==> src/hw/rtl/fmw_pkg.sv <==
// Shared types, constants and lookup tables for the event to FM register write translator.
package fmw_pkg;

  // Default configuration
  localparam int DEF_NUM_VOICES  = 9;
  localparam int DEF_NUM_MELODIC = 6;
  localparam int DEF_NUM_PATCHES = 18;

  // Event operation codes
  localparam logic [2:0] OP_NOTE_ON  = 3'd0;
  localparam logic [2:0] OP_NOTE_OFF = 3'd1;
  localparam logic [2:0] OP_PROGRAM  = 3'd2;
  localparam logic [2:0] OP_DRUM     = 3'd3;
  localparam logic [2:0] OP_SILENCE  = 3'd4;

  // Chip register bases and bits
  localparam logic [7:0] REG_FNUM_LO  = 8'hA0;
  localparam logic [7:0] REG_KEY_BLK  = 8'hB0;
  localparam logic [7:0] REG_FB_CONN  = 8'hC0;
  localparam logic [7:0] REG_RHYTHM   = 8'hBD;
  localparam logic [7:0] KEY_ON_BIT   = 8'h20;
  localparam logic [7:0] RHYTHM_EN    = 8'h20;
  localparam logic [7:0] CARRIER_STEP = 8'h03;

  // Patch writes per program change: five per operator plus the channel byte
  localparam int PATCH_BYTES = 11;
  localparam int BANK_ROWS   = 18;
  localparam int HW_VOICES   = 9;

  // Sequencer states
  typedef enum logic [1:0] {
    S_IDLE,
    S_READ,
    S_EMIT
  } state_t;

  // One voice entry in the state memory
  typedef struct packed {
    logic [2:0] block;
    logic [9:0] fnum;
    logic [4:0] patch;
  } voice_entry_t;

  localparam logic [9:0] SEMI_FNUM [12] = '{
    10'h157, 10'h16B, 10'h181, 10'h198, 10'h1B0, 10'h1CA,
    10'h1E5, 10'h202, 10'h220, 10'h241, 10'h263, 10'h287
  };

  localparam logic [4:0] OP_OFFSET [HW_VOICES] = '{
    5'h00, 5'h01, 5'h02, 5'h08, 5'h09, 5'h0A, 5'h10, 5'h11, 5'h12
  };

  // Operator register bases, in write order
  localparam logic [7:0] OPR_BASE [5] = '{8'h20, 8'h40, 8'h60, 8'h80, 8'hE0};

  localparam logic [7:0] BANK [BANK_ROWS][PATCH_BYTES] = '{
    '{8'h01,8'h4B,8'hF1,8'h53,8'h00, 8'h01,8'h00,8'hF2,8'h63,8'h00, 8'h08},
    '{8'h07,8'h12,8'hF6,8'hF2,8'h01, 8'h02,8'h00,8'hF5,8'hF3,8'h01, 8'h06},
    '{8'h21,8'h1A,8'hF0,8'h33,8'h00, 8'h21,8'h07,8'hF0,8'h33,8'h00, 8'h0A},
    '{8'h01,8'h11,8'hF5,8'h74,8'h00, 8'h01,8'h00,8'hF6,8'h74,8'h00, 8'h08},
    '{8'h01,8'h0C,8'hF1,8'h52,8'h00, 8'h01,8'h00,8'hF4,8'h72,8'h00, 8'h08},
    '{8'h21,8'h1E,8'h62,8'h14,8'h00, 8'h21,8'h00,8'h53,8'h14,8'h00, 8'h0A},
    '{8'hA1,8'h1E,8'h51,8'h14,8'h00, 8'h21,8'h00,8'h41,8'h14,8'h00, 8'h0A},
    '{8'h21,8'h0C,8'h71,8'h21,8'h00, 8'h21,8'h00,8'h61,8'h21,8'h00, 8'h0C},
    '{8'h31,8'h1C,8'h51,8'h33,8'h00, 8'h21,8'h00,8'h52,8'h24,8'h00, 8'h0A},
    '{8'h21,8'h1B,8'h91,8'h17,8'h00, 8'h21,8'h00,8'h81,8'h17,8'h00, 8'h0C},
    '{8'h21,8'h10,8'hF1,8'h11,8'h00, 8'h21,8'h00,8'hF1,8'h11,8'h00, 8'h0E},
    '{8'h21,8'h1E,8'h31,8'h18,8'h00, 8'h21,8'h00,8'h21,8'h18,8'h00, 8'h0A},
    '{8'h61,8'h1D,8'h51,8'h16,8'h02, 8'h21,8'h00,8'h41,8'h16,8'h02, 8'h0A},
    '{8'h01,8'h11,8'hF6,8'h84,8'h00, 8'h01,8'h00,8'hF7,8'h94,8'h00, 8'h08},
    '{8'h07,8'h00,8'hF7,8'hF7,8'h00, 8'h01,8'h00,8'hF7,8'hF8,8'h00, 8'h06},
    '{8'h0F,8'h00,8'hF0,8'hFF,8'h03, 8'h00,8'h00,8'hF0,8'hFF,8'h03, 8'h00},
    '{8'h01,8'h26,8'hF2,8'h43,8'h01, 8'h01,8'h00,8'hF2,8'h53,8'h01, 8'h08},
    '{8'h21,8'h0C,8'hF2,8'h42,8'h00, 8'h21,8'h00,8'hF3,8'h42,8'h00, 8'h08}
  };

  // Bank byte lookup; rows past the populated bank read as zero
  function automatic logic [7:0] bank_byte(input logic [4:0] patch, input logic [3:0] idx);
    logic [7:0] b;
    b = 8'h00;
    if ((patch < 5'(BANK_ROWS)) && (idx < 4'(PATCH_BYTES))) begin
      b = BANK[patch][idx];
    end
    return b;
  endfunction

endpackage

==> src/hw/rtl/fmw_ram.sv <==
// Generic single-port-write, registered-read RAM.
module fmw_ram #(
  parameter int WIDTH = 8,
  parameter int DEPTH = 16,
  parameter int AW    = (DEPTH > 1) ? $clog2(DEPTH) : 1
) (
  input  logic             clk,
  input  logic             we,
  input  logic [AW-1:0]    waddr,
  input  logic [WIDTH-1:0] wdata,
  input  logic             re,
  input  logic [AW-1:0]    raddr,
  output logic [WIDTH-1:0] rdata
);

  logic [WIDTH-1:0] mem [DEPTH];

  always_ff @(posedge clk) begin
    if (we) begin
      mem[waddr] <= wdata;
    end
    if (re) begin
      rdata <= mem[raddr];
    end
  end

endmodule

==> src/hw/rtl/midi_event_to_fm_register_writes.sv <==
// Top level: turns MIDI-like events into runs of FM chip register writes.
//
//   channel | direction | handshake          | payload
//   --------+-----------+--------------------+---------------------------------------------
//   in_     | input     | in_valid/in_ready  | operation, voice, note, program_req, drum_bits
//   out_    | output    | out_valid/out_ready| reg_addr, reg_data, last
//
// One event is handled at a time, and each is first accepted. Note on: read, F-number and
// key-on writes. Note off: read, key-off write. Program change: read, then the 11 patch
// writes only if the patch changes. Drum strike: 2 rhythm writes. Silence all: a read and
// key-off write per voice, then a rhythm write. Out-of-range or unknown events: dropped.
// Reset is synchronous; voice entries read as zero until first written (valid bits).
// A stalled output holds the run; the next event is taken while the last write waits.
module midi_event_to_fm_register_writes #(
  parameter int NUM_VOICES  = fmw_pkg::DEF_NUM_VOICES,
  parameter int NUM_MELODIC = fmw_pkg::DEF_NUM_MELODIC,
  parameter int NUM_PATCHES = fmw_pkg::DEF_NUM_PATCHES
) (
  input  logic       clk,
  input  logic       rst_n,
  input  logic       in_valid,
  output logic       in_ready,
  input  logic [2:0] in_operation,
  input  logic [3:0] in_voice,
  input  logic [6:0] in_note,
  input  logic [6:0] in_program_req,
  input  logic [4:0] in_drum_bits,
  output logic       out_valid,
  input  logic       out_ready,
  output logic [7:0] out_reg_addr,
  output logic [7:0] out_reg_data,
  output logic       out_last
);

  import fmw_pkg::*;

  localparam int AW = (NUM_VOICES > 1) ? $clog2(NUM_VOICES) : 1;
  localparam int VOICE_LIMIT = (NUM_MELODIC < NUM_VOICES) ? NUM_MELODIC : NUM_VOICES;
  localparam int EW = $bits(voice_entry_t);

  state_t       state_r, state_nxt;
  logic [2:0]   op_r;
  logic [3:0]   tgt_r, tgt_nxt;
  logic [6:0]   note_r;
  logic [6:0]   prog_r;
  logic [4:0]   drums_r;
  logic [3:0]   idx_r, idx_nxt;
  voice_entry_t cur_r;
  logic         rd_valid_r;
  logic [NUM_VOICES-1:0] valid_r;

  logic         out_valid_r;
  logic [7:0]   out_addr_r;
  logic [7:0]   out_data_r;
  logic         out_last_r;

  logic         accept, load;
  logic         acc_voice_ok, acc_read;
  logic         rd_en, wr_en;
  logic [AW-1:0] rd_addr, wr_addr;
  logic [EW-1:0] ram_rdata;
  voice_entry_t rd_entry, wr_entry;
  logic         patch_same;

  logic [12:0]  q_full;
  logic [3:0]   octave_q, octave_m1;
  logic [6:0]   rem_full;
  logic [2:0]   oct;
  logic [9:0]   fnum;
  logic [4:0]   patch_map, patch_sel;
  logic [4:0]   scan_inc;
  logic         scan_more;

  logic [7:0]   em_addr, em_data;
  logic         em_last, em_scan_more;
  logic [4:0]   m_off;
  logic [2:0]   fld;

  // Handshake decode
  assign in_ready     = (state_r == S_IDLE);
  assign accept       = in_valid && in_ready;
  assign load         = (state_r == S_EMIT) && (!out_valid_r || out_ready);
  assign acc_voice_ok = ({1'b0, in_voice} < 5'(VOICE_LIMIT));
  assign acc_read     = ((in_operation == OP_NOTE_ON) || (in_operation == OP_NOTE_OFF) ||
                         (in_operation == OP_PROGRAM)) ? acc_voice_ok
                                                      : (in_operation == OP_SILENCE);

  // Note split: note/12 via reciprocal (exact for 7-bit notes), then clamp octave-1
  assign q_full    = 13'(note_r) * 13'd43;
  assign octave_q  = q_full[12:9];
  assign octave_m1 = octave_q - 4'd1;
  assign rem_full  = note_r - (7'(octave_q) * 7'd12);
  assign oct       = (octave_q == 4'd0) ? 3'd0 :
                     ((octave_m1 > 4'd7) ? 3'd7 : octave_m1[2:0]);
  assign fnum      = SEMI_FNUM[rem_full[3:0]];

  // Program to patch mapping with saturation at the bank size
  always_comb begin
    if ((prog_r == 7'd4) || (prog_r == 7'd5)) begin
      patch_map = 5'd16;
    end else if ((prog_r == 7'd38) || (prog_r == 7'd39)) begin
      patch_map = 5'd17;
    end else begin
      patch_map = {1'b0, prog_r[6:3]};
    end
    if ({1'b0, patch_map} >= 6'(NUM_PATCHES)) begin
      patch_sel = 5'(NUM_PATCHES - 1);
    end else begin
      patch_sel = patch_map;
    end
  end

  // Voice state memory: entries never written read as zero
  assign rd_entry   = rd_valid_r ? voice_entry_t'(ram_rdata) : '0;
  assign patch_same = (patch_sel == rd_entry.patch);
  assign scan_inc   = {1'b0, tgt_r} + 5'd1;
  assign scan_more  = (scan_inc < 5'(VOICE_LIMIT));

  always_comb begin
    wr_entry = rd_entry;
    if (op_r == OP_NOTE_ON) begin
      wr_entry.block = oct;
      wr_entry.fnum  = fnum;
    end else begin
      wr_entry.patch = patch_sel;
    end
  end

  // Memory port control
  always_comb begin
    rd_en   = (accept && acc_read) || (load && em_scan_more);
    rd_addr = scan_inc[AW-1:0];
    if (accept) begin
      rd_addr = (in_operation == OP_SILENCE) ? '0 : in_voice[AW-1:0];
    end
    wr_en   = (state_r == S_READ) &&
              ((op_r == OP_NOTE_ON) || ((op_r == OP_PROGRAM) && !patch_same));
    wr_addr = tgt_r[AW-1:0];
  end

  fmw_ram #(
    .WIDTH (EW),
    .DEPTH (NUM_VOICES),
    .AW    (AW)
  ) u_voice_ram (
    .clk   (clk),
    .we    (wr_en),
    .waddr (wr_addr),
    .wdata (EW'(wr_entry)),
    .re    (rd_en),
    .raddr (rd_addr),
    .rdata (ram_rdata)
  );

  // Write generator for the current step of the run
  assign m_off = OP_OFFSET[tgt_r];
  assign fld   = (idx_r < 4'd5) ? idx_r[2:0] : 3'(idx_r - 4'd5);

  always_comb begin
    em_addr      = 8'h00;
    em_data      = 8'h00;
    em_last      = 1'b1;
    em_scan_more = 1'b0;
    case (op_r)
      OP_NOTE_ON: begin
        if (idx_r == 4'd0) begin
          em_addr = REG_FNUM_LO + 8'(tgt_r);
          em_data = fnum[7:0];
          em_last = 1'b0;
        end else begin
          em_addr = REG_KEY_BLK + 8'(tgt_r);
          em_data = KEY_ON_BIT | {3'b000, oct, fnum[9:8]};
        end
      end
      OP_NOTE_OFF: begin
        em_addr = REG_KEY_BLK + 8'(tgt_r);
        em_data = {3'b000, cur_r.block, cur_r.fnum[9:8]};
      end
      OP_PROGRAM: begin
        if (idx_r < 4'd10) begin
          em_addr = OPR_BASE[fld] + 8'(m_off) + ((idx_r >= 4'd5) ? CARRIER_STEP : 8'h00);
          em_last = 1'b0;
        end else begin
          em_addr = REG_FB_CONN + 8'(tgt_r);
        end
        em_data = bank_byte(patch_sel, idx_r);
      end
      OP_DRUM: begin
        em_addr = REG_RHYTHM;
        if (idx_r == 4'd0) begin
          em_data = RHYTHM_EN;
          em_last = 1'b0;
        end else begin
          em_data = RHYTHM_EN | {3'b000, drums_r};
        end
      end
      OP_SILENCE: begin
        if (idx_r == 4'd0) begin
          em_addr      = REG_KEY_BLK + 8'(tgt_r);
          em_data      = {3'b000, cur_r.block, cur_r.fnum[9:8]};
          em_last      = 1'b0;
          em_scan_more = scan_more;
        end else begin
          em_addr = REG_RHYTHM;
          em_data = RHYTHM_EN;
        end
      end
      default: begin
        em_last = 1'b1;
      end
    endcase
  end

  // Next state
  always_comb begin
    state_nxt = state_r;
    case (state_r)
      S_IDLE: begin
        if (accept) begin
          if (acc_read) begin
            state_nxt = S_READ;
          end else if (in_operation == OP_DRUM) begin
            state_nxt = S_EMIT;
          end
        end
      end
      S_READ: begin
        if ((op_r == OP_PROGRAM) && patch_same) begin
          state_nxt = S_IDLE;
        end else begin
          state_nxt = S_EMIT;
        end
      end
      S_EMIT: begin
        if (load) begin
          if (em_last) begin
            state_nxt = S_IDLE;
          end else if (em_scan_more) begin
            state_nxt = S_READ;
          end
        end
      end
      default: state_nxt = S_IDLE;
    endcase
  end

  // Step and voice counters
  always_comb begin
    idx_nxt = idx_r;
    tgt_nxt = tgt_r;
    if (accept) begin
      idx_nxt = 4'd0;
      tgt_nxt = (in_operation == OP_SILENCE) ? 4'd0 : in_voice;
    end else if (load && !em_last) begin
      if (em_scan_more) begin
        tgt_nxt = scan_inc[3:0];
      end else begin
        idx_nxt = idx_r + 4'd1;
      end
    end
  end

  // Control registers
  always_ff @(posedge clk) begin
    if (!rst_n) begin
      state_r     <= S_IDLE;
      valid_r     <= '0;
      out_valid_r <= 1'b0;
      idx_r       <= 4'd0;
      tgt_r       <= 4'd0;
    end else begin
      state_r <= state_nxt;
      idx_r   <= idx_nxt;
      tgt_r   <= tgt_nxt;
      if (wr_en) begin
        valid_r[wr_addr] <= 1'b1;
      end
      if (load) begin
        out_valid_r <= 1'b1;
      end else if (out_ready) begin
        out_valid_r <= 1'b0;
      end
    end
  end

  // Payload registers
  always_ff @(posedge clk) begin
    if (accept) begin
      op_r    <= in_operation;
      note_r  <= in_note;
      prog_r  <= in_program_req;
      drums_r <= in_drum_bits;
    end
    if (rd_en) begin
      rd_valid_r <= valid_r[rd_addr];
    end
    if (state_r == S_READ) begin
      cur_r <= rd_entry;
    end
    if (load) begin
      out_addr_r <= em_addr;
      out_data_r <= em_data;
      out_last_r <= em_last;
    end
  end

  assign out_valid    = out_valid_r;
  assign out_reg_addr = out_addr_r;
  assign out_reg_data = out_data_r;
  assign out_last     = out_last_r;

endmodule

==> config.mk <==
export PLATFORM = sky130hd
export DESIGN_NAME = midi_event_to_fm_register_writes
export DESIGN_NICKNAME = d
export VERILOG_FILES = /design/src/hw/rtl/fmw_pkg.sv /design/src/hw/rtl/fmw_ram.sv /design/src/hw/rtl/midi_event_to_fm_register_writes.sv
export SDC_FILE = /design/constraint.sdc
export NUM_CORES = 1
export LEC_CHECK = 0
export BUFFER_PORTS_ARGS = -buffer_cell sky130_fd_sc_hd__buf_2
export CAP_MARGIN = 20
export CORE_AREA = 2 2 132 134
export DETAILED_ROUTE_END_ITERATION = 7
export DIE_AREA = 0 0 134 136
export PLACE_DENSITY = 0.78
export RECOVER_POWER = 100
export SLEW_MARGIN = 20
export SYNTH_ARGS = -nofsm -noshare
export SYNTH_HDL_FRONTEND = slang
export SYNTH_SLANG_ARGS = --single-unit
==> constraint.sdc <==
create_clock -name clk -period 5.4 [get_ports clk]
set_input_delay 0.27 -clock clk [delete_from_list [all_inputs] [get_ports clk]]
set_output_delay 0.27 -clock clk [all_outputs]
set_load 0.03 [all_outputs]
# After elaboration in Yosys (flattened, before gate mapping)
# Memory sizes are Yosys's and may differ from the RTL's. A register that Yosys moved wholly into a read port is not among the register bits.
# Cells that the tools add are included.
[classes]
n_addsub = 10
n_mul = 2
div_mod_pow = 0
magnitude_cmp = 17
n_eq_ne = 19
shifts = 0
mux = 57
n_bitwise = 8
n_reduce_logical = 33
[op_table]
columns = ["operator", "count"]
rows = [
  ["two-way mux 88 bit", 2],
  ["one-hot mux 8 bit (5 select lines)", 2],
  ["two-way mux 8 bit", 9],
  ["two-way mux 5 bit", 7],
  ["binary-select mux 8 bit (select 4 bit)", 1],
  [">= comparator 5 bit (second input constant)", 4],
  ["two-way mux 10 bit", 2],
  ["two-way mux 4 bit", 5],
  ["two-way mux 18 bit", 1],
  ["adder 8 x 4 -> 8 bit (first input constant)", 2],
  ["two-way mux 2 bit", 8],
  ["NOT 4 -> 5 bit", 3],
  ["== test 7 x 3 -> 1 bit (second input constant)", 2],
  ["== test 7 x 6 -> 1 bit (second input constant)", 2],
  ["multiplier 7 x 6 -> 13 bit (second input constant)", 1],
  ["two-way mux 13 bit", 1],
  ["== test 3 x 2 -> 1 bit (second input constant)", 4],
  ["two-way mux 1 bit", 11],
  ["logical AND 1 bit", 10],
  ["< comparator 4 x 5 -> 1 bit (second input constant)", 2],
  ["two-way mux 3 bit", 3],
  ["OR 9 bit", 1],
  ["adder 7 x 5 -> 8 bit (first input constant)", 1],
  ["adder 8 x 2 -> 8 bit", 1],
  ["43 further kinds", 61],
]
[word_totals]
regBits = 73
latchBits = 0
ramBits = 162
romBits = 3120
in_bits = 30
elab_cells = 166
mem_count = 5
[memory_table]
columns = ["memory", "depth", "width", "read_ports", "rd_ports_with_merged_regs", "wr", "line_no", "source"]
rows = [
  ["(no name shown)", 32, 88, 1, 0, 0, "fmw_pkg.sv:82", "b = BANK[patch][idx];"],
  ["u_voice_ram.mem", 9, 18, 1, 1, 1, "fmw_ram.sv:16", "logic [WIDTH-1:0] mem [DEPTH];"],
  ["(no name shown)", 16, 10, 1, 0, 0, "midi_event_to_fm_register_writes.sv:95", "assign fnum = SEMI_FNUM[rem_full[3:0]];"],
  ["(no name shown)", 16, 5, 1, 0, 0, "midi_event_to_fm_register_writes.sv:156", "assign m_off = OP_OFFSET[tgt_r];"],
  ["(no name shown)", 8, 8, 1, 0, 0, "midi_event_to_fm_register_writes.sv:181", "em_addr = OPR_BASE[fld] + 8'(m_off) + ((idx_r >= 4'd5) ? CARRIER_STEP : 8'h00);"],
]

# Depth between registers and ports, before layout
# Gate-level depths: netlist (run 1).
[depth]
depth_word = 15
mapped_depth = 20
mapped_depth_nobuf = 18

# Modules after synthesis
# From an unflattened synthesis (run 1), not the netlist that was laid out.
[hier_totals]
hier_cells = 1094
area_unflattened_um2 = 12921.1
[by_module_without_submodules]
columns = ["mod", "instances", "cells_per_inst", "area_each_um2"]
rows = [
  ["fmw_ram", 1, 361, 6969.2],
  ["midi_event_to_fm_register_writes", 1, 733, 5952.0],
]

# Worst setup path before layout (run 1)
# No wires, ideal clock.
[synth_path]
path_kind = "reg-to-reg"
from = "register note_r[1]"
to = "register out_data_r[1], in the netlist out_reg_data[1] (data pin)"
setup_ns = 0.276
arrival_ns = 4.601
slack_ns = 0.523
path_stages_with_launch = 20
synth_period_minus_slack_ns = 4.877
cell_sequence = "edfxtp_1 > ha_1 > inv_1 > fa_1 > fa_1 > inv_1 > ha_1 > nand4_1 > or3_1 > and3b_1 > buf_6 > xnor2_1 > inv_2 > ha_1 > xnor2_1 > clkbuf_1 > nand2b_1 > o211ai_1 > a222oi_1 > o211ai_1"
[synth_via]
elab_chain_len = 9
[synth_lines]
columns = ["item", "line_no", "source"]
rows = [
  ["start, declared", "midi_event_to_fm_register_writes.sv:44", "logic [6:0] note_r;"],
  ["start signal, assigned", "midi_event_to_fm_register_writes.sv:290", "note_r <= in_note;"],
  ["multiplier 7 x 6 -> 13 bit", "midi_event_to_fm_register_writes.sv:89", "assign q_full = 13'(note_r) * 13'd43;"],
  ["multiplier 4 x 2 -> 2 bit", "midi_event_to_fm_register_writes.sv:92", "assign rem_full = note_r - (7'(octave_q) * 7'd12);"],
  ["subtractor 4 bit *", "midi_event_to_fm_register_writes.sv:92", ""],
  ["NOT 4 -> 5 bit (implied by the code) *", "midi_event_to_fm_register_writes.sv:95", ""],
  ["memory read (16 x 10 bit) *", "--", ""],
  ["two-way mux 10 bit (implied by the code) * (2 in series)", "midi_event_to_fm_register_writes.sv:95", ""],
  ["two-way mux 8 bit *", "midi_event_to_fm_register_writes.sv:166", "if (idx_r == 4'd0) begin"],
  ["one-hot mux 8 bit (5 select lines) *", "midi_event_to_fm_register_writes.sv:164", "case (op_r)"],
  ["net em_data[1]", "midi_event_to_fm_register_writes.sv:74", "logic [7:0] em_addr, em_data;"],
  ["end signal, assigned", "midi_event_to_fm_register_writes.sv:302", "out_data_r <= em_data;"],
  ["end, declared", "midi_event_to_fm_register_writes.sv:54", "logic [7:0] out_data_r;"],
]
# Mark *: on every way through the listed nets, which the timed path passes. The rest lies on a longest branch. The select of a mux whose other input is x is not followed.
# A chain may end at the register's enable or synchronous reset.

# Worst setup path after layout (run 1)
[layout_path]
from = "register note_r[6]"
to = "register out_data_r[1], in the netlist out_reg_data[1] (data pin)"
[layout_via]
elab_chain_len = 9
[layout_lines]
columns = ["item", "line_no"]
rows = [
  ["multiplier 7 x 6 -> 13 bit", "midi_event_to_fm_register_writes.sv:89"],
  ["multiplier 4 x 2 -> 2 bit", "midi_event_to_fm_register_writes.sv:92"],
  ["subtractor 4 bit", "midi_event_to_fm_register_writes.sv:92"],
  ["NOT 4 -> 5 bit (implied by the code)", "midi_event_to_fm_register_writes.sv:95"],
  ["memory read (16 x 10 bit)", "--"],
  ["two-way mux 10 bit (implied by the code) (2 in series)", "midi_event_to_fm_register_writes.sv:95"],
  ["two-way mux 8 bit", "midi_event_to_fm_register_writes.sv:166"],
  ["one-hot mux 8 bit (5 select lines)", "midi_event_to_fm_register_writes.sv:164"],
  ["net em_data[1]", "midi_event_to_fm_register_writes.sv:74"],
]
# The timed path passes the listed nets, and every way through them passes these cells. The select of a mux whose other input is x is not followed.

==> run_results.csv, run 1 <==
group,metric,value,unit
cells_and_area,final_cell_mix,"edfxtp_1 (144), nand2_1 (141), nand3_1 (54)",
route,vias_per_cell,6.326,
global_route,grt_antenna_before_repair,0,
run_status,status,"finished clean",
floorplanning,start_util,59.05,%
clocking,clockBufferDepth,2,
cells_and_area,area_growth,9.504,%
sta,fmax,196.8,MHz
power,switchingPower,1440,uW
sta,period_needed,5.083,ns
worst_hold_path,hp-class,"in -> reg",
route,wl_per_cell,19.32,um
yosys,yosys_warnings,0,
clocking,cts-root-buf,"clkbuf_16",
yosys,seq_area_frac_synth,47.41,%
power,ir_drop,0.2651,mV
yosys,syn_nets,1068,
route,drt_iter0_markers,1033,
job,cap_violations,0,
cells_and_area,drive_gt1_share,9.833,%
clocking,clk_pin_slew_worst_paths,0.07,ns
power,p_per_area,374.1,mW/mm2
yosys,synth_flop_cell,"edfxtp_1",
yosys,synth_cells,978,
global_route,grt_pass1_wl,37890,um
clocking,tritoncts,"yes",
placed_design,gp_congestion,0.9823,
power,power.internal,2643,uW
route,ant_nets,0,
clocking,clk-insertion-delay-late,0.44,ns
yosys,synth_cell_type_count,88,
clocking,clock_sinks,164,
sta,maxSlewViolCount,0,
cells_and_area,nets,1094,
yosys,ys_ff_latch,164,
global_route,first_global_vias,7343,
placed_design,dp_cells,1198,
yosys,synth_async_sr_flop_share,0,%
clocking,htree_num_levels,4,
cells_and_area,fillers,1315,
placed_design,dpl.hpwl,16210,um
sta,max-slew-margin-rel,7.030,%
floorplanning,fp.dieArea,0.01822,mm2
critical_path,path_max_fanout,9,
floorplanning,rows,48,
critical_path,cp-start-kind,"register",
cells_and_area,diodes,0,
power,clkPwrFrac,29.5,%
critical_path,required,5.56,ns
power,combPwrFrac,33.1,%
floorplanning,io-pin-count,49,
sta,finClkSkew,0.01691,ns
global_route,overflow,0,
power,power_frac_seq,37.4,%
cells_and_area,final_common_cell,"edfxtp_1",
placed_design,port-buffer-count,47,
floorplanning,core,0.01688,mm2
floorplanning,die_h,136,um
critical_path,path_class,"reg -> reg",
route,vias,7857,
route,routed_wl,23990,um
sta,setup_tns,0,ns
power,swShare,35.27,%
route,drt-pass1-iter-count,6,
sta,worstMarginPinSlew,1.380,ns
critical_path,worstPathArrival,5.25,ns
yosys,synth_edf_count,144,
yosys,syn_area,0.009966,mm2
global_route,grt_usage,26.91,%
clocking,cts_buffers,17,
critical_path,endpoint_kind,"register",
power,total_power,4082,uW
yosys,syn_avg_cell_area,10.19,um2
sta,setup_violations,0,
sta,rsz0062_at_grt,"false",
cells_and_area,postLayoutCoreUtil,64.66,%
power,leakage,0.004036,uW
route,drc_errors,0,
cells_and_area,layout.cells.non_filler,1242,
global_route,grt_max_degree,35,
sta,hold_viol_final,0,
floorplanning,die_x,134,um
sta,layout_worst_path_cycle_share,94.12,%
-- worst paths after layout --
check                                start         endpoint  slack, ns  cells after the start
worst max-delay path             note_r[6]  out_reg_data[1]       0.32                     19
worst min-delay path            in_note[5]        note_r[5]      0.009                      1
worst max register to register   note_r[6]  out_reg_data[1]       0.32                     19
worst min register to register  valid_r[7]       valid_r[7]       0.47                      1
-- per-stage QoR --
stage,setup WS (ns),hold WS (ns),instance area (um2)
finish,0.3175,0.009014,10910
global route,0.01530,0.0006925,10910
detailed placement,0.1639,0.4481,10300
global placement,0.2489,0.4445,10300
CTS,0.1308,0.0008060,10970
floorplan,0.5233,0.3689,9966
-- critical path: stages (launching register included) --
cell      delay [ns]
edfxtp_1        0.45
ha_1            0.32
inv_1           0.05
fa_1            0.48
fa_1            0.56
inv_1           0.06
ha_1            0.30
nand4_1         0.10
or3_1           0.36
and3b_2         0.28
o21bai_1        0.17
xnor2_1         0.17
ha_1            0.32
xnor2_2         0.23
buf_4           0.18
nand3_1         0.08
a21o_1          0.12
o211ai_1        0.09
a222oi_1        0.35
o211ai_1        0.13
-- area by class of cell --
cell class                      count  area, um2  share of cell area (%)
Clock buffer                       17      425.4                   3.898
Clock inverter                     15      162.7                   1.490
Inverter                           47      176.4                   1.617
Multi-Input combinational cell    698       4718                   43.24
Sequential cell                   164       4725                   43.29
Tap cell                          225      281.5                   2.580
Timing Repair Buffer               76      424.2                   3.887
-- kinds of logic after synthesis --
logic type / share of synthesized area [%]
XOR/XNOR: 1.808
AND/OR/NAND/NOR: 17.15
flip-flops: 47.41
buffers and inverters: 4.834
multiplexers: 2.549
AO/OA/AOI/OAI: 18.19
adder cells (fa/ha/maj): 8.060
-- state kept, by name, summed over array words and instances (netlist names), 2 cells and up --
signal and count:
idx_r 4, valid_r 9, op_r 3, out_reg_data 8, note_r 7, prog_r 6
cur_r 5, out_reg_addr 8, state_r 2, drums_r 5, u_voice_ram.rdata 10, tgt_r 4
u_voice_ram.mem 90
-- synthesized netlist by cell type (all sizes together), types with 12 or more instances --
cell type  instances  area, um2
a31oi             20      125.1
nor2              32      127.6
mux2i             16      163.9
buf               32      166.4
inv               47      176.4
nor3              14      92.59
nand3             54      270.3
a211oi            18      135.1
xnor2             14      122.6
a311oi            14      122.6
edfxtp           144       4324
and2              19      118.9
clkbuf            37      138.9
ha                53      663.1
a21oi             37      196.4
a21boi            15      112.6
nand2            141      529.3
o21ai             70      350.3
nand2b            12      75.07
dfxtp             20      400.4
-- power by group through the flow --
stage	registers, uW	logic, uW	clock network, uW
floorplan	1550	994	0
global placement	1550	1260	0
detailed placement	1550	1300	0
CTS	1530	1310	1220
global route	1530	1490	1260
finish	1530	1350	1200
-- per-layer routing --
layer	GRT usage [%]	share of wire [%]	vias up
met1	35.03	41	3672
met4	11.58	3.5	0
met3	4.810	7.3	85
li1	-	-	3704
met2	44.53	49	396
met5	0	0	-
-- timing repair --
item,CTS,global route
setup buffers,0,4
hold buffers,8,0
gates resized for setup,0,3
setup endpoints to repair,0,4
hold endpoints to repair,8,0
No activity file was read; power rests on OpenSTA's default activity.
==> run 2, diff against run 1 <==
--- a/config.mk
+++ b/config.mk
@@ -10,6 +10,7 @@
 export CORE_AREA = 2 2 132 134
 export DETAILED_ROUTE_END_ITERATION = 7
 export DIE_AREA = 0 0 134 136
+export GPL_TIMING_DRIVEN = 0
 export PLACE_DENSITY = 0.78
 export RECOVER_POWER = 100
 export SLEW_MARGIN = 20
==> run 2 against run 1 <==
Sequential share of layout area is 0.72 points lower; global-route usage is 2.0 points higher; clock skew is 0.0035 ns lower; utilization is 1.1 points higher; fmax is 2.4% lower; design area is 1.7% higher; routed wire length is 6.4% higher; die area stayed put; flip-flop and latch count stayed put; highest routed layer unchanged.
==> run_results.csv, run 2 (synthesis gave the netlist of run 1 again) <==
group,metric,value,unit
cells_and_area,regArea,0.004725,mm2
clocking,clk-insertion-delay-late,0.44,ns
route,route.top_layer_used,"met4",
route,ant_nets,0,
route,drt-pass1-iter-count,8,
cells_and_area,regMostFlops,"u_voice_ram.mem",
sta,fmax,191.9,MHz
critical_path,cp_common_cell,"ha_1",
cells_and_area,fin_area,0.01110,mm2
clocking,clk_pin_slew_worst_paths,0.08,ns
route,vias_per_cell,6.336,
critical_path,cp_slowest_cell,"fa_1",
floorplanning,start_util,59.05,%
cells_and_area,final_common_cell,"edfxtp_1",
cells_and_area,final_cell_mix,"edfxtp_1 (144), nand2_1 (141), clkbuf_1 (71)",
sta,hold_slack,0.009842,ns
floorplanning,io-pin-count,49,
sta,max-slew-margin-rel,20.01,%
route,drt_iter0_markers,1222,
global_route,grt_max_degree,24,
global_route,first_global_vias,7852,
floorplanning,fp.dieArea,0.01822,mm2
floorplanning,core,0.01688,mm2
clocking,htree_num_levels,4,
floorplanning,rows,48,
power,leakage,0.004102,uW
cells_and_area,diodes,0,
global_route,overflow,0,
clocking,clockBufferDepth,2,
sta,layout_worst_path_cycle_share,96.48,%
power,p_per_area,374.9,mW/mm2
critical_path,cp-start-kind,"register",
critical_path,worstPathCellList,"ha_1 > fa_1 > inv_1 > fa_1 > inv_1 > ha_1 > nand4_1 > or3_1 > and3b_1 > buf_6 > o21bai_1 > xnor2_1 > ha_1 > xnor2_2 > clkbuf_4 > nand2b_1 > o211ai_1 > a222oi_1 > o211ai_1",
job,cap_violations,0,
critical_path,crit_family,"adder cells",
clocking,cts_buffers,17,
sta,setup_violations,0,
placed_design,dpl.hpwl,18600,um
placed_design,place_area,0.01051,mm2
clocking,clock_sinks,164,
placed_design,gp_congestion,1.034,
cells_and_area,drive_gt1_share,10.18,%
sta,finClkSkew,0.01343,ns
sta,hold_viol_final,0,
critical_path,timing.rr.start,"note_r[4]",
route,dr_wl_met3,1879,um
cells_and_area,nets,1148,
critical_path,path_max_fanout,10,
critical_path,cp-startpoint,"note_r[4]",
route,drc_errors,0,
cells_and_area,multi_input_area,0.004718,mm2
global_route,grt_pass1_wl,40740,um
floorplanning,die_h,136,um
sta,period_needed,5.210,ns
power,ir_drop,0.3265,mV
global_route,grt_antenna_before_repair,0,
route,routed_wl,25520,um
placed_design,port-buffer-count,47,
global_route,grt_usage,28.92,%
critical_path,cpPeakStageDelay,0.53,ns
floorplanning,die_x,134,um
route,wl_per_cell,19.69,um
critical_path,path_class,"reg -> reg",
cells_and_area,largestRegisters,"u_voice_ram.mem: 90 flops, u_voice_ram.rdata: 10 flops, valid_r: 9 flops",
clocking,tritoncts,"yes",
power,total_power,4161,uW
critical_path,endpoint_kind,"register",
route,wl_met2,12500,um
worst_hold_path,hp-class,"in -> reg",
cells_and_area,fillers,1331,
sta,worstMarginPinSlew,1.187,ns
route,vias,8212,
sta,setup_tns,0,ns
run_status,status,"finished clean",
clocking,cts-root-buf,"clkbuf_16",
route,wl_met1,10290,um
critical_path,crit_buf_inv,4,
cells_and_area,area_growth,11.36,%
critical_path,required,5.56,ns
sta,maxSlewViolCount,0,
worst_hold_path,worstHoldStart,"in_note[5]",
cells_and_area,largest_reg_flops,90,
critical_path,worstPathArrival,5.37,ns
## run 2: cell count changes in the layout (fill, tap and decap cells not counted), sizes merged, moves of 2 or more
cell / previous run / this run
buf: 40 / 53
clkbuf: 45 / 89
dlygate4sd3: 8 / 5
inv: 55 / 53
clkinv: 5 / 7
## run 2: worst reg2reg max path, stage by stage (launching register included)
cell	delay, ns
edfxtp_1	0.47
ha_1	0.34
fa_1	0.53
inv_1	0.06
fa_1	0.53
inv_1	0.04
ha_1	0.31
nand4_1	0.09
or3_1	0.35
and3b_1	0.19
buf_6	0.13
o21bai_1	0.15
xnor2_1	0.17
ha_1	0.33
xnor2_2	0.24
clkbuf_4	0.25
nand2b_1	0.11
o211ai_1	0.10
a222oi_1	0.36
o211ai_1	0.19
## run 2: stage by stage
stage | cells | worst slack [ns] | utilization (%)
after floorplan | 978 | 0.5233 | -
after global placement | 1250 | -0.1097 | 62.11
after detailed placement | 1252 | -0.07802 | 62.26
after CTS | 1286 | 0.04997 | 65.93
after global routing | 1296 | -0.006347 | 65.76
final | 1296 | 0.1900 | 65.76
## run 2: final timing paths
path         slack [ns]         endpoint  cells after the start
max                0.19  out_reg_data[1]                     19
min                0.01        note_r[5]                      1
max reg2reg        0.19  out_reg_data[1]                     19
min reg2reg        0.47       valid_r[8]                      1
## run 2: power breakdown
group	switching, uW	internal (uW)	leakage (uW)
registers	34.3	1470	0.00149
logic	897	552	0.00233
clock network	586	619	0.000282
## run 2: final cells by class
cell class                      count  share of cell area, %
Sequential cell                   164                  42.57
Tap cell                          225                  2.537
Multi-Input combinational cell    698                  42.51
Clock inverter                     15                  1.477
Clock buffer                       17                  3.833
Timing Repair Buffer               61                  2.819
Buffer                             69                  2.661
Inverter                           47                  1.590
## run 2: metal layers
| metal | up-vias | track usage (%) |
|---|---|---|
| met5 | - | 0 |
| met4 | 0 | 12.35 |
| met3 | 86 | 5.145 |
| met2 | 405 | 49.49 |
| met1 | 3912 | 36.30 |
| li1 | 3809 | - |
## run 2: repair_timing
item | CTS | global route
pin swaps | 0 | 1
gates resized for setup | 2 | 4
hold buffers | 2 | 3
buffers inserted | 0 | 6
endpoints found under the hold margin | 2 | 3
endpoints found under the setup margin | 2 | 8
==> run 3, diff against run 2 <==
--- a/config.mk
+++ b/config.mk
@@ -5,13 +5,14 @@
 export SDC_FILE = /design/constraint.sdc
 export NUM_CORES = 1
 export LEC_CHECK = 0
+export ABC_AREA = 1
 export BUFFER_PORTS_ARGS = -buffer_cell sky130_fd_sc_hd__buf_2
 export CAP_MARGIN = 20
-export CORE_AREA = 2 2 132 134
+export CORE_AREA = 2 2 131 133
 export DETAILED_ROUTE_END_ITERATION = 7
-export DIE_AREA = 0 0 134 136
+export DIE_AREA = 0 0 133 135
 export GPL_TIMING_DRIVEN = 0
-export PLACE_DENSITY = 0.78
+export PLACE_DENSITY = 0.77
 export RECOVER_POWER = 100
 export SLEW_MARGIN = 20
 export SYNTH_ARGS = -nofsm -noshare
==> run 3 against run 2 <==
The run now ends with max-capacitance violations, max-slew violations left; sequential power about the same; total power down 9.6%; fmax up 3.9%; die area down 1.5%; global-route usage is 0.47 points lower; clock-buffer cell count increased by 3; highest routed layer unchanged.
==> run_results.csv, run 3 <==
group,metric,value,unit
yosys,synth_xor_area_share,0.5424,%
power,clkPwrFrac,32.5,%
yosys,synth.area.mux_share,0,%
floorplanning,core,0.01641,mm2
floorplanning,io-pin-count,49,
power,power_frac_seq,39.3,%
power,total_power,3759,uW
clocking,clock_sinks,164,
placed_design,dpl.hpwl,18660,um
sta,layout_worst_path_cycle_share,92.86,%
power,p_per_area,350.1,mW/mm2
clocking,clk-insertion-delay-late,0.43,ns
placed_design,gp_congestion,0.9868,
sta,hold_viol_final,0,
route,vias_per_cell,5.759,
cells_and_area,nets,1256,
global_route,grt_max_degree,28,
cells_and_area,area_growth,10.81,%
yosys,ys_ff_latch,164,
cells_and_area,drive_gt1_share,9.075,%
clocking,postCtsSetupRepairBufs,0,
power,combPwrFrac,28.2,%
route,vias,8057,
placed_design,place_area,0.01020,mm2
critical_path,path_max_fanout,9,
yosys,synth_async_sr_flop_share,0,%
power,swShare,33.90,%
floorplanning,die_x,133,um
cells_and_area,largestRegisters,"u_voice_ram.mem: 90 flops, u_voice_ram.rdata: 10 flops, valid_r: 9 flops",
power,power.internal,2485,uW
sta,period_needed,5.015,ns
job,cap_violations,1,
critical_path,cp_common_cell,"inv_1",
floorplanning,fp.dieArea,0.01796,mm2
critical_path,required,5.58,ns
sta,worstMarginPinSlew,1.616,ns
sta,fmax,199.4,MHz
critical_path,cpPeakStageDelay,0.54,ns
critical_path,path_class,"reg -> reg",
cells_and_area,final_cell_mix,"nand2_1 (250), edfxtp_1 (144), inv_1 (122)",
run_status,violations,"max-capacitance violations, max-slew violations",
yosys,yosys_warnings,0,
route,routed_wl,24620,um
yosys,synth_most_common_cell,"nand2_1",
global_route,grt_pass1_wl,39390,um
clocking,clockBufferDepth,2,
yosys,yosys.area_share.simple,21.36,%
clocking,clk_pin_slew_worst_paths,0.07,ns
yosys,syn_nets,1188,
yosys,netlist.area_leader.share,44.63,%
run_status,status,"finished, violations left",
cells_and_area,largest_reg_flops,90,
floorplanning,rows,47,
route,drc_errors,0,
yosys,yosysTopAreaCell,"edfxtp_1",
global_route,grt_antenna_before_repair,0,
route,ant_nets,0,
yosys,yosys-top-cells-count,"nand2_1 (248), edfxtp_1 (144), inv_1 (121), nor2_1 (104), o21ai_0 (82)",
global_route,grt_usage,28.45,%
critical_path,cp-start-kind,"register",
floorplanning,die_h,135,um
power,leakage,0.004527,uW
yosys,synth-adder-area-share,8.290,%
sta,finClkSkew,0.01105,ns
route,drt-pass1-iter-count,5,
power,ir_drop,0.2853,mV
yosys,synth_cell_type_count,55,
yosys,syn_avg_cell_area,8.824,um2
power,switchingPower,1275,uW
clocking,cts-root-buf,"clkbuf_16",
clocking,htree_num_levels,4,
yosys,synth_edf_count,144,
route,wl_per_cell,17.60,um
yosys,syn_area,0.009689,mm2
sta,max-slew-margin-rel,-8.546,%
critical_path,endpoint_kind,"register",
cells_and_area,final_common_cell,"nand2_1",
placed_design,port-buffer-count,47,
yosys,seq_area_frac_synth,48.76,%
sta,rsz0062_at_grt,"false",
route,drt_iter0_markers,844,
cells_and_area,fin_area,0.01074,mm2
yosys,synth_cells,1098,
sta,setup_violations,0,
critical_path,worstPathArrival,5.19,ns
critical_path,crit_buf_inv,5,
yosys,synth_flop_cell,"edfxtp_1",
clocking,tritoncts,"yes",
sta,maxSlewViolCount,12,
critical_path,cp_slowest_cell,"fa_1",
yosys,synth_compound_area_share,13.58,%
cells_and_area,fillers,1352,
floorplanning,start_util,59.06,%
critical_path,worstPathCellList,"ha_1 > fa_1 > inv_1 > fa_1 > inv_1 > ha_1 > nand2_1 > inv_1 > a21oi_1 > nand3_1 > nand2_1 > inv_1 > ha_1 > xnor2_1 > or2_2 > nand2_2 > inv_1 > o21ai_0 > nor2_1 > a21oi_2",
global_route,overflow,0,
cells_and_area,diodes,0,
yosys,synth_area_leaders,"edfxtp_1 (45%), nand2_1 (9.6%), ha_1 (6.8%)",
worst_hold_path,hp-class,"in -> reg",
cells_and_area,regMostFlops,"u_voice_ram.mem",
sta,setup_tns,0,ns
clocking,cts_buffers,17,
yosys,synth_top_family_by_area,"simple AND/OR/NAND/NOR gates",
critical_path,crit_family,"adder cells",
global_route,first_global_vias,7684,
-- run 3: cell types whose count changed after synthesis, moves of 13 or more --
cell,before,now
clkbuf_1,37,12
and2_1,19,0
nand2_1,141,248
a31oi_1,20,3
inv_1,40,121
a311oi_1,14,0
a21oi_1,36,49
a211oi_1,18,4
nor2_1,31,104
nand3_1,54,80
o21ai_0,45,82
mux2i_1,15,0
-- run 3: power groups by stage --
| stage | clock network, uW | logic (uW) | registers [uW] |
|---|---|---|---|
| global placement | 0 | 1030 | 1510 |
| global route | 1280 | 1200 | 1480 |
| CTS | 1230 | 1050 | 1480 |
| finish | 1220 | 1060 | 1480 |
| floorplan | 0 | 764 | 1520 |
| detailed placement | 0 | 1040 | 1510 |
-- run 3: worst paths after layout --
path	from	slack, ns	end	cells after the start
max reg2reg	note_r[2]	0.39	u_voice_ram.mem[3][14]	20
min reg2reg	valid_r[4]	0.45	valid_r[4]	2
min	in_drum_bits[1]	0.02	drums_r[1]	1
max	note_r[2]	0.39	u_voice_ram.mem[3][14]	20
-- run 3: area by class of cell --
class / count / area [um2] / share of cell area (%)
flip-flops and latches: 164 / 4725 / 44.00
plain buffers: 41 / 216.5 / 2.016
repair buffers: 49 / 221.5 / 2.063
clock buffers: 20 / 467.9 / 4.358
clock inverters: 12 / 131.4 / 1.224
inverters: 131 / 491.7 / 4.580
multi-input cells: 762 / 4208 / 39.19
well taps: 220 / 275.3 / 2.564
-- run 3: logic make-up after synthesis --
| logic type | count (synthesis) |
|---|---|
| flops | 164 |
| fa+ha+maj | 60 |
| buf+inv | 172 |
| xor+xnor | 6 |
| compound gates | 222 |
| simple gates | 474 |
-- run 3: timing repair --
item                                    in CTS  in global routing
endpoints found under the hold margin        0                  1
hold buffers                                 0                  1
endpoints found under the setup margin       0                 18
gates resized for setup                      0                  2
-- run 3: metal layers --
metal  track usage (%)  vias to the layer above  wire length (um)
met2             48.59                      365             12050
met3             5.068                       55              1644
met4             11.29                        0               711
met1             36.24                     3716             10210
li1                  -                     3921                 -
met5                 0                        -                 0
-- run 3: metrics by stage --
| stage | utilization [%] | setup WS (ns) | hold WS, ns | std cells |
|---|---|---|---|---|
| after floorplan | - | 0.9502 | 0.3689 | 1098 |
| after global placement | 62.17 | 0.2363 | 0.4393 | 1365 |
| after detailed placement | 62.18 | 0.2076 | 0.4400 | 1365 |
| after CTS | 65.84 | 0.1537 | 0.001794 | 1397 |
| after global routing | 65.44 | 0.004392 | 0.003256 | 1399 |
| final | 65.44 | 0.3853 | 0.01528 | 1399 |
